===== config.mk =====
export PLATFORM = sky130hd
export DESIGN_NAME = sorted_set_intersection
export DESIGN_NICKNAME = d
export VERILOG_FILES = /design/src/rtl/ssi_pkg.sv /design/src/rtl/ssi_store_cell.sv /design/src/rtl/ssi_sort_cell.sv /design/src/rtl/sorted_set_intersection.sv
export SDC_FILE = /design/constraint.sdc
export NUM_CORES = 2
export LEC_CHECK = 0
export BUFFER_PORTS_ARGS = -buffer_cell sky130_fd_sc_hd__buf_4
export CORE_MARGIN = 5
export CORE_UTILIZATION = 55
export CTS_CLUSTER_SIZE = 14
export DETAILED_ROUTE_END_ITERATION = 6
export HOLD_SLACK_MARGIN = 0.02
export PLACE_DENSITY = 0.7
export SLEW_MARGIN = 20
export SYNTH_ARGS = -nofsm -noshare
export SYNTH_HDL_FRONTEND = slang
export SYNTH_SLANG_ARGS = --single-unit

===== constraint.sdc =====
create_clock -name clk -period 5.95 [get_ports clk]
set_input_delay 0.595 -clock clk [delete_from_list [all_inputs] [get_ports clk]]
set_output_delay 0.595 -clock clk [all_outputs]
set_load 0.02 [all_outputs]

===== src/rtl/ssi_pkg.sv =====
// Shared types and constants for the sorted set intersection block.
// No dependencies; imported by every module under rtl/.
package ssi_pkg;

  localparam int ELEM_W      = 16;
  localparam int SLOT_W      = 4;
  localparam int MAX_RESULTS = 16;
  localparam int RES_CNT_W   = $clog2(MAX_RESULTS);

  typedef enum logic [1:0] {
    REQ_WR_A    = 2'd0,
    REQ_WR_B    = 2'd1,
    REQ_COMPUTE = 2'd2
  } ssi_req_t;

  typedef enum logic [2:0] {
    ST_IDLE,
    ST_MATCH,
    ST_FEED,
    ST_DRAIN,
    ST_EMIT
  } ssi_state_t;

  // Control for the row of store cells.
  typedef struct packed {
    logic clr;     // clear the hit flags
    logic match;   // rotate set B, compare against the held A value
    logic rotate;  // rotate set A and hit flags toward cell 0
  } ssi_store_ctl_t;

  // Control for the row of sort cells.
  typedef struct packed {
    logic clr;     // empty every cell
    logic shift;   // move the sorted list one cell toward cell 0
  } ssi_sort_ctl_t;

endpackage


===== src/rtl/ssi_store_cell.sv =====
// One slot of both sets plus its hit flag; part of a ring of store cells.
// Depends on ssi_pkg.
module ssi_store_cell import ssi_pkg::*; #(
  parameter int VW = 16
) (
  input  logic           clk,
  input  logic           rst,
  input  ssi_store_ctl_t ctl,
  input  logic           wr_a,
  input  logic           wr_b,
  input  logic [VW-1:0]  wr_val,
  input  logic [VW-1:0]  a_nbr,
  input  logic [VW-1:0]  b_nbr,
  input  logic           hit_nbr,
  output logic [VW-1:0]  a,
  output logic [VW-1:0]  b,
  output logic           hit
);

  always_ff @(posedge clk) begin
    if (rst) begin
      a   <= '0;
      b   <= '0;
      hit <= 1'b0;
    end else begin
      if (wr_a) begin
        a <= wr_val;
      end
      if (wr_b) begin
        b <= wr_val;
      end
      if (ctl.clr) begin
        hit <= 1'b0;
      end else if (ctl.match) begin
        // rotate B past the held A value
        b <= b_nbr;
        if ((a != '0) && (a == b)) begin
          hit <= 1'b1;
        end
      end else if (ctl.rotate) begin
        a   <= a_nbr;
        hit <= hit_nbr;
      end
    end
  end

endmodule


===== src/rtl/ssi_sort_cell.sv =====
// One cell of a systolic insertion sorter that drops duplicate values.
// Depends on ssi_pkg.
module ssi_sort_cell import ssi_pkg::*; #(
  parameter int VW = 16
) (
  input  logic          clk,
  input  logic          rst,
  input  ssi_sort_ctl_t ctl,
  input  logic          in_v,
  input  logic [VW-1:0] in_val,
  input  logic          nxt_vld,
  input  logic [VW-1:0] nxt_val,
  output logic          vld,
  output logic [VW-1:0] val,
  output logic          fwd_v,
  output logic [VW-1:0] fwd_val
);

  always_ff @(posedge clk) begin
    if (rst || ctl.clr) begin
      vld   <= 1'b0;
      fwd_v <= 1'b0;
    end else if (ctl.shift) begin
      vld   <= nxt_vld;
      val   <= nxt_val;
      fwd_v <= 1'b0;
    end else begin
      fwd_v <= 1'b0;
      if (in_v) begin
        if (!vld) begin
          vld <= 1'b1;
          val <= in_val;
        end else if (in_val < val) begin
          // keep the smaller, push the held value on
          val     <= in_val;
          fwd_v   <= 1'b1;
          fwd_val <= val;
        end else if (in_val != val) begin
          fwd_v   <= 1'b1;
          fwd_val <= in_val;
        end
        // equal value: drop the duplicate
      end
    end
  end

endmodule


===== src/rtl/sorted_set_intersection.sv =====
// Sorted set intersection: two sets of SET_SIZE values, loaded slot by slot,
// and a compute request that returns their common nonzero values in order.
// Depends on ssi_pkg, ssi_store_cell and ssi_sort_cell.
//
// Load requests (write a slot of set A or set B) produce no result; a slot
// index at or above SET_SIZE and request code 3 are dropped. A compute
// request returns every distinct nonzero value held in both sets, smallest
// first, at most MAX_RESULTS of them, with last set on the final one; if
// there is none, one result with empty_res and last set and common_value
// zero. The sets live in a ring of SET_SIZE store cells. A compute runs
// three passes: set B rotates once around the ring while each cell marks a
// hit when its A value meets an equal B value; set A and the hit flags then
// rotate once through cell 0, which feeds every hit into a row of SET_SIZE
// insertion-sort cells that keep values ascending and drop duplicates; the
// row is then given a third pass to settle. Results leave from the head of
// the sorted row, one per cycle while out_stall is low, and in_stall stays
// high from the accepted compute until its last result is loaded into the
// output register. Both stores reset to empty.
module sorted_set_intersection import ssi_pkg::*; #(
  parameter int SET_SIZE    = 16,
  parameter int VALUE_WIDTH = 16
) (
  input  logic              clk,
  input  logic              rst,
  input  logic              in_valid,
  output logic              in_stall,
  input  logic [1:0]        req_type,
  input  logic [SLOT_W-1:0] slot,
  input  logic [ELEM_W-1:0] element_value,
  output logic              out_valid,
  input  logic              out_stall,
  output logic [ELEM_W-1:0] common_value,
  output logic              empty_res,
  output logic              last
);

  localparam int VW = VALUE_WIDTH;
  localparam int CW = $clog2(SET_SIZE);
  localparam logic [CW-1:0] CNT_LAST = CW'(SET_SIZE - 1);

  ssi_state_t state, state_next;
  logic [CW-1:0]        cnt, cnt_next;
  logic [RES_CNT_W-1:0] ecnt;

  logic in_accept;
  logic compute_req;
  logic load;
  logic emit_last;

  ssi_store_ctl_t store_ctl;
  ssi_sort_ctl_t  sort_ctl;

  // store ring
  logic [VW-1:0] a   [SET_SIZE];
  logic [VW-1:0] b   [SET_SIZE];
  logic          hit [SET_SIZE];
  logic [VW-1:0] wr_val;
  logic [VW+ELEM_W-1:0] wr_ext;

  // sorter row; entry SET_SIZE is the empty tail seen by the last cell
  logic          svld [SET_SIZE+1];
  logic [VW-1:0] sval [SET_SIZE+1];
  logic          fwd_v   [SET_SIZE];
  logic [VW-1:0] fwd_val [SET_SIZE];
  logic          feed_v;
  logic [VW+ELEM_W-1:0] out_ext;

  assign in_accept   = in_valid && !in_stall;
  assign compute_req = in_accept && (req_type == REQ_COMPUTE);

  // mask or widen the write value to the stored width
  assign wr_ext = {{VW{1'b0}}, element_value};
  assign wr_val = wr_ext[VW-1:0];

  assign svld[SET_SIZE] = 1'b0;
  assign sval[SET_SIZE] = '0;

  // feed hits from cell 0 into the sorter while set A rotates
  assign feed_v = (state == ST_FEED) && hit[0];

  // final result: empty run, sorted list runs out, or result limit reached
  assign emit_last = !svld[0] || !svld[1] || (ecnt == RES_CNT_W'(MAX_RESULTS - 1));

  // ---------------------------------------------------------------- store ring
  for (genvar g = 0; g < SET_SIZE; g++) begin : g_store
    localparam int NX = (g + 1) % SET_SIZE;
    logic sel;
    assign sel = ({{(32-SLOT_W){1'b0}}, slot} == 32'(g));

    ssi_store_cell #(.VW(VW)) u_cell (
      .clk     (clk),
      .rst     (rst),
      .ctl     (store_ctl),
      .wr_a    (in_accept && (req_type == REQ_WR_A) && sel),
      .wr_b    (in_accept && (req_type == REQ_WR_B) && sel),
      .wr_val  (wr_val),
      .a_nbr   (a[NX]),
      .b_nbr   (b[NX]),
      .hit_nbr (hit[NX]),
      .a       (a[g]),
      .b       (b[g]),
      .hit     (hit[g])
    );
  end

  // ---------------------------------------------------------------- sorter row
  for (genvar g = 0; g < SET_SIZE; g++) begin : g_sort
    logic          cin_v;
    logic [VW-1:0] cin_val;
    if (g == 0) begin : g_head
      assign cin_v   = feed_v;
      assign cin_val = a[0];
    end else begin : g_body
      assign cin_v   = fwd_v[g-1];
      assign cin_val = fwd_val[g-1];
    end

    ssi_sort_cell #(.VW(VW)) u_cell (
      .clk     (clk),
      .rst     (rst),
      .ctl     (sort_ctl),
      .in_v    (cin_v),
      .in_val  (cin_val),
      .nxt_vld (svld[g+1]),
      .nxt_val (sval[g+1]),
      .vld     (svld[g]),
      .val     (sval[g]),
      .fwd_v   (fwd_v[g]),
      .fwd_val (fwd_val[g])
    );
  end

  // ---------------------------------------------------------------- sequencer
  always_comb begin
    state_next = state;
    cnt_next   = cnt;
    case (state)
      ST_IDLE: begin
        cnt_next = '0;
        if (compute_req) begin
          state_next = ST_MATCH;
        end
      end
      ST_MATCH, ST_FEED, ST_DRAIN: begin
        if (cnt == CNT_LAST) begin
          cnt_next = '0;
          case (state)
            ST_MATCH: state_next = ST_FEED;
            ST_FEED:  state_next = ST_DRAIN;
            default:  state_next = ST_EMIT;
          endcase
        end else begin
          cnt_next = cnt + 1'b1;
        end
      end
      ST_EMIT: begin
        if (load && emit_last) begin
          state_next = ST_IDLE;
        end
      end
      default: state_next = ST_IDLE;
    endcase
  end

  always_comb begin
    in_stall         = (state != ST_IDLE);
    store_ctl.clr    = compute_req;
    store_ctl.match  = (state == ST_MATCH);
    store_ctl.rotate = (state == ST_FEED);
    load             = (state == ST_EMIT) && (!out_valid || !out_stall);
    sort_ctl.clr     = compute_req;
    sort_ctl.shift   = load && svld[0];
  end

  always_ff @(posedge clk) begin
    if (rst) begin
      state <= ST_IDLE;
      cnt   <= '0;
      ecnt  <= '0;
    end else begin
      state <= state_next;
      cnt   <= cnt_next;
      if (compute_req) begin
        ecnt <= '0;
      end else if (load) begin
        ecnt <= ecnt + 1'b1;
      end
    end
  end

  // ---------------------------------------------------------------- output register
  // Hold the result while stalled; load the next one when the register frees up.
  assign out_ext = {{ELEM_W{1'b0}}, sval[0]};

  always_ff @(posedge clk) begin
    if (rst) begin
      out_valid <= 1'b0;
    end else if (load) begin
      out_valid <= 1'b1;
    end else if (!out_stall) begin
      out_valid <= 1'b0;
    end
  end

  always_ff @(posedge clk) begin
    if (load) begin
      common_value <= svld[0] ? out_ext[ELEM_W-1:0] : '0;
      empty_res    <= !svld[0];
      last         <= emit_last;
    end
  end

endmodule


==> results.cfg <==
[status]
status = complete, no violations

[floorplanning]
die_w_um = 328.2
rows = 116
die_area_um2 = 107700
io_pins = 46
core_um2 = 100300
fp.dieH_um = 328.2
start_util_pct = 55.52

[yosys]
ys_async_sr_fraction_pct = 0
synthCells = 5725
ys_warn_count = 0
syn_area_per_cell_um2 = 9.727
ys_ff_latch = 1085
synth_edf_count = 514
synthDistinctLibCells = 56
yosysSeqAreaShare_pct = 48.25
synth-main-ff-cell = dfxtp_1
synth_nets = 6008
syn-cell-area_um2 = 55690

[timing]
min_period_over_period_pct = 57.49
rsz0062_at_grt = false
fin_tns_setup_ns = 0
setup_slack_ns = 2.529
slew_headroom_pct = 16.72
fin_worst_skew_ns = 0.03419
fmax_mhz = 292.3
period_minus_slack_ns = 3.421
hold_viol_final = 0
setup_violations = 0
slew_violations = 0
hold_ws_ns = 0.3308
worstMarginPinSlew_ns = 1.249

[setup_path]
worstSetupStartpointType = flip-flop
path_max_fanout = 19
startpoint = g_sort[10].u_cell.fwd_val[15]$_DFFE_PP_
cpPeakStageDelay_ns = 0.79
critPathArrivalTime_ns = 3.72
worst-setup-path-type = reg -> reg
worstPathCellList = ha_1 -> a21oi_1 -> o21a_1 -> and4_1 -> o2111a_1
r2r_slack_ns = 2.53
cp.required_ns = 6.25
r2r_start = g_sort[10].u_cell.fwd_val[15]$_DFFE_PP_
r2r-end = g_sort[11].u_cell.fwd_val[10]$_DFFE_PP_
reg2reg_depth = 5
cpMaxStageDelayCell = o2111a_1
end_kind = flip-flop

[route]
wl_um = 148900
drt_iter0_drc = 4633
wl_per_cell_um = 21.24
drt-vias-per-instance = 6.178
drc = 0
ant_nets = 0
vias = 43300
firstDrtPassIters = 6

[placement]
io_buffers = 45
dp_cells = 6793
placement.cell_area_um2 = 56770
pre_cts_slack_ns = 2.563
gp_congestion = 0.8800
place.detailed.hpwl_um = 97750

[min_path]
min_to = out_valid$_SDFFE_PP0P_
min-delay-path-class = in -> reg
holdPathStages = 3
hp-start = out_stall

[job]
maxCapViolations = 0

[clock_tree]
htree_levels = 3
ctsHoldBuffers = 0
cts_sinks = 1085
clk_path_buf_depth = 3
cts-buffers-inserted = 114
root_buffer = clkbuf_16
cts.clk_slew.worst_paths_ns = 0.06
post_cts_buffers = 0
cts_tree = yes
cts-resized-gates = 0
worstSkewPairLatency_ns = 0.70

[final_layout]
drive_above_1_share_pct = 9.839
utilization_pct = 60.61
areaGrowthSynthToFinish_pct = 9.151
final_cells = 7009
stdcell_area_um2 = 60780
final_nets = 5835

[power_and_ir_drop]
finalPower_mw = 17.24
power.leakage_nw = 24.12
max-vdd-ir-drop_mv = 0.2339
power_density_nw_per_um2 = 283.6

[global_routing]
grt_max_degree = 204
grt_pass1_vias = 41930
track_usage_pct = 26.88
grt_first_pass_wirelength_um = 236700
grt_antenna_before_repair = 2
overflow = 0
-- sequential cells by signal, summed over array words and instances (netlist names) --
signal / count
cnt: 4
common_value: 16
ecnt: 4
empty_res: 1
g_sort.u_cell.fwd_v: 15
g_sort.u_cell.fwd_val: 240
g_sort.u_cell.val: 256
g_sort.u_cell.vld: 16
g_store.u_cell.a: 256
g_store.u_cell.b: 256
g_store.u_cell.hit: 16
last: 1
out_valid: 1
state: 3
-- cell families after synthesis --
logic type      count (synthesis)  synth area share (%)
fa+ha+maj                     257                 5.774
xor+xnor                      261                 4.105
mux                           513                 9.653
compound gates               1356                 14.51
buf+inv                       686                 4.925
flops                        1085                 48.25
simple gates                 1567                 12.78
-- how the worst max path moves through the flow --
stage | depth (start not counted) | slack [ns] | end
global placement | 6 | 2.63 | g_sort[11].u_cell.fwd_val[12]$_DFFE_PP_
global route | 5 | 2.32 | g_sort[8].u_cell.fwd_val[9]$_DFFE_PP_
CTS | 5 | 2.54 | g_sort[8].u_cell.fwd_val[11]$_DFFE_PP_
floorplan | 5 | 1.26 | g_sort[0].u_cell.fwd_val[0]$_DFFE_PP_
detailed placement | 5 | 2.56 | g_sort[8].u_cell.fwd_val[11]$_DFFE_PP_
finish | 5 | 2.53 | g_sort[11].u_cell.fwd_val[10]$_DFFE_PP_
-- layout make-up --
class / instances / area, um2
inverters: 274 / 1033
multi-input cells: 3954 / 26210
diodes: 1 / 2.502
clock inverters: 48 / 609.3
fillers: 8407 / 39510
flip-flops and latches: 1085 / 26870
clock buffers: 167 / 3366
repair buffers: 123 / 997.2
well taps: 1357 / 1698
-- cell usage after synthesis, types with 47 or more instances --
cell / number / share of area [%]
nor2_1: 351 / 2.4
clkbuf_1: 340 / 2.3
nand4_1: 72 / 0.81
o21ai_0: 567 / 5.1
inv_1: 273 / 1.8
a21oi_1: 356 / 3.2
nand2_1: 600 / 4.0
mux2i_1: 321 / 5.8
nand3_1: 248 / 2.2
nor4_1: 125 / 1.4
ha_1: 257 / 5.8
nor3_1: 53 / 0.48
o22ai_1: 48 / 0.54
dfxtp_1: 571 / 21
buf_2: 47 / 0.42
a211oi_1: 97 / 1.3
mux2_2: 192 / 3.9
xor2_1: 247 / 3.9
a311oi_1: 198 / 3.1
edfxtp_1: 514 / 28
-- metal layers --
metal | vias up | GRT usage (%) | share of wire [%]
met5 | - | 0 | 0
met4 | 0 | 8.527 | 3.0
met3 | 329 | 3.591 | 6.7
met2 | 1617 | 42.50 | 46
met1 | 20880 | 38.64 | 44
li1 | 20480 | - | -
-- cells in the final DEF (no fill, tap or decap), drive strengths merged, types with 6 or more instances in the layout --
cell	count
and2	20
o21ai	568
ha	257
mux2i	321
nor4	126
dfxtp	571
inv	275
mux2	192
clkinv	30
nand3	248
xor2	247
nor2b	20
and4	6
a311oi	198
a21oi	356
nor2	363
nand2	600
or2	9
o211ai	16
edfxtp	514
o2111a	6
a31oi	22
bufinv	12
clkbuf	167
a211oi	97
nand2b	8
nand4	72
nor3	57
or3	17
o21a	10
a21o	6
o22ai	48
buf	123
a211o	9
xnor2	14
and3	13
-- power by group --
group | internal (mW) | switching (mW) | total (mW)
clock | 4.45 | 3.09 | 7.54
combinational | 0.487 | 0.821 | 1.31
sequential | 8.05 | 0.347 | 8.39
-- critical path: cells and delay by family, from the launching register on --
kind	cells	cell delay [ns]
AND/OR/NAND/NOR	1	0.74
AO/OA/AOI/OAI	3	1.52
adder cells (fa/ha/maj)	1	0.35
flip-flops	1	0.42
Power figures use the tool's default switching activity.
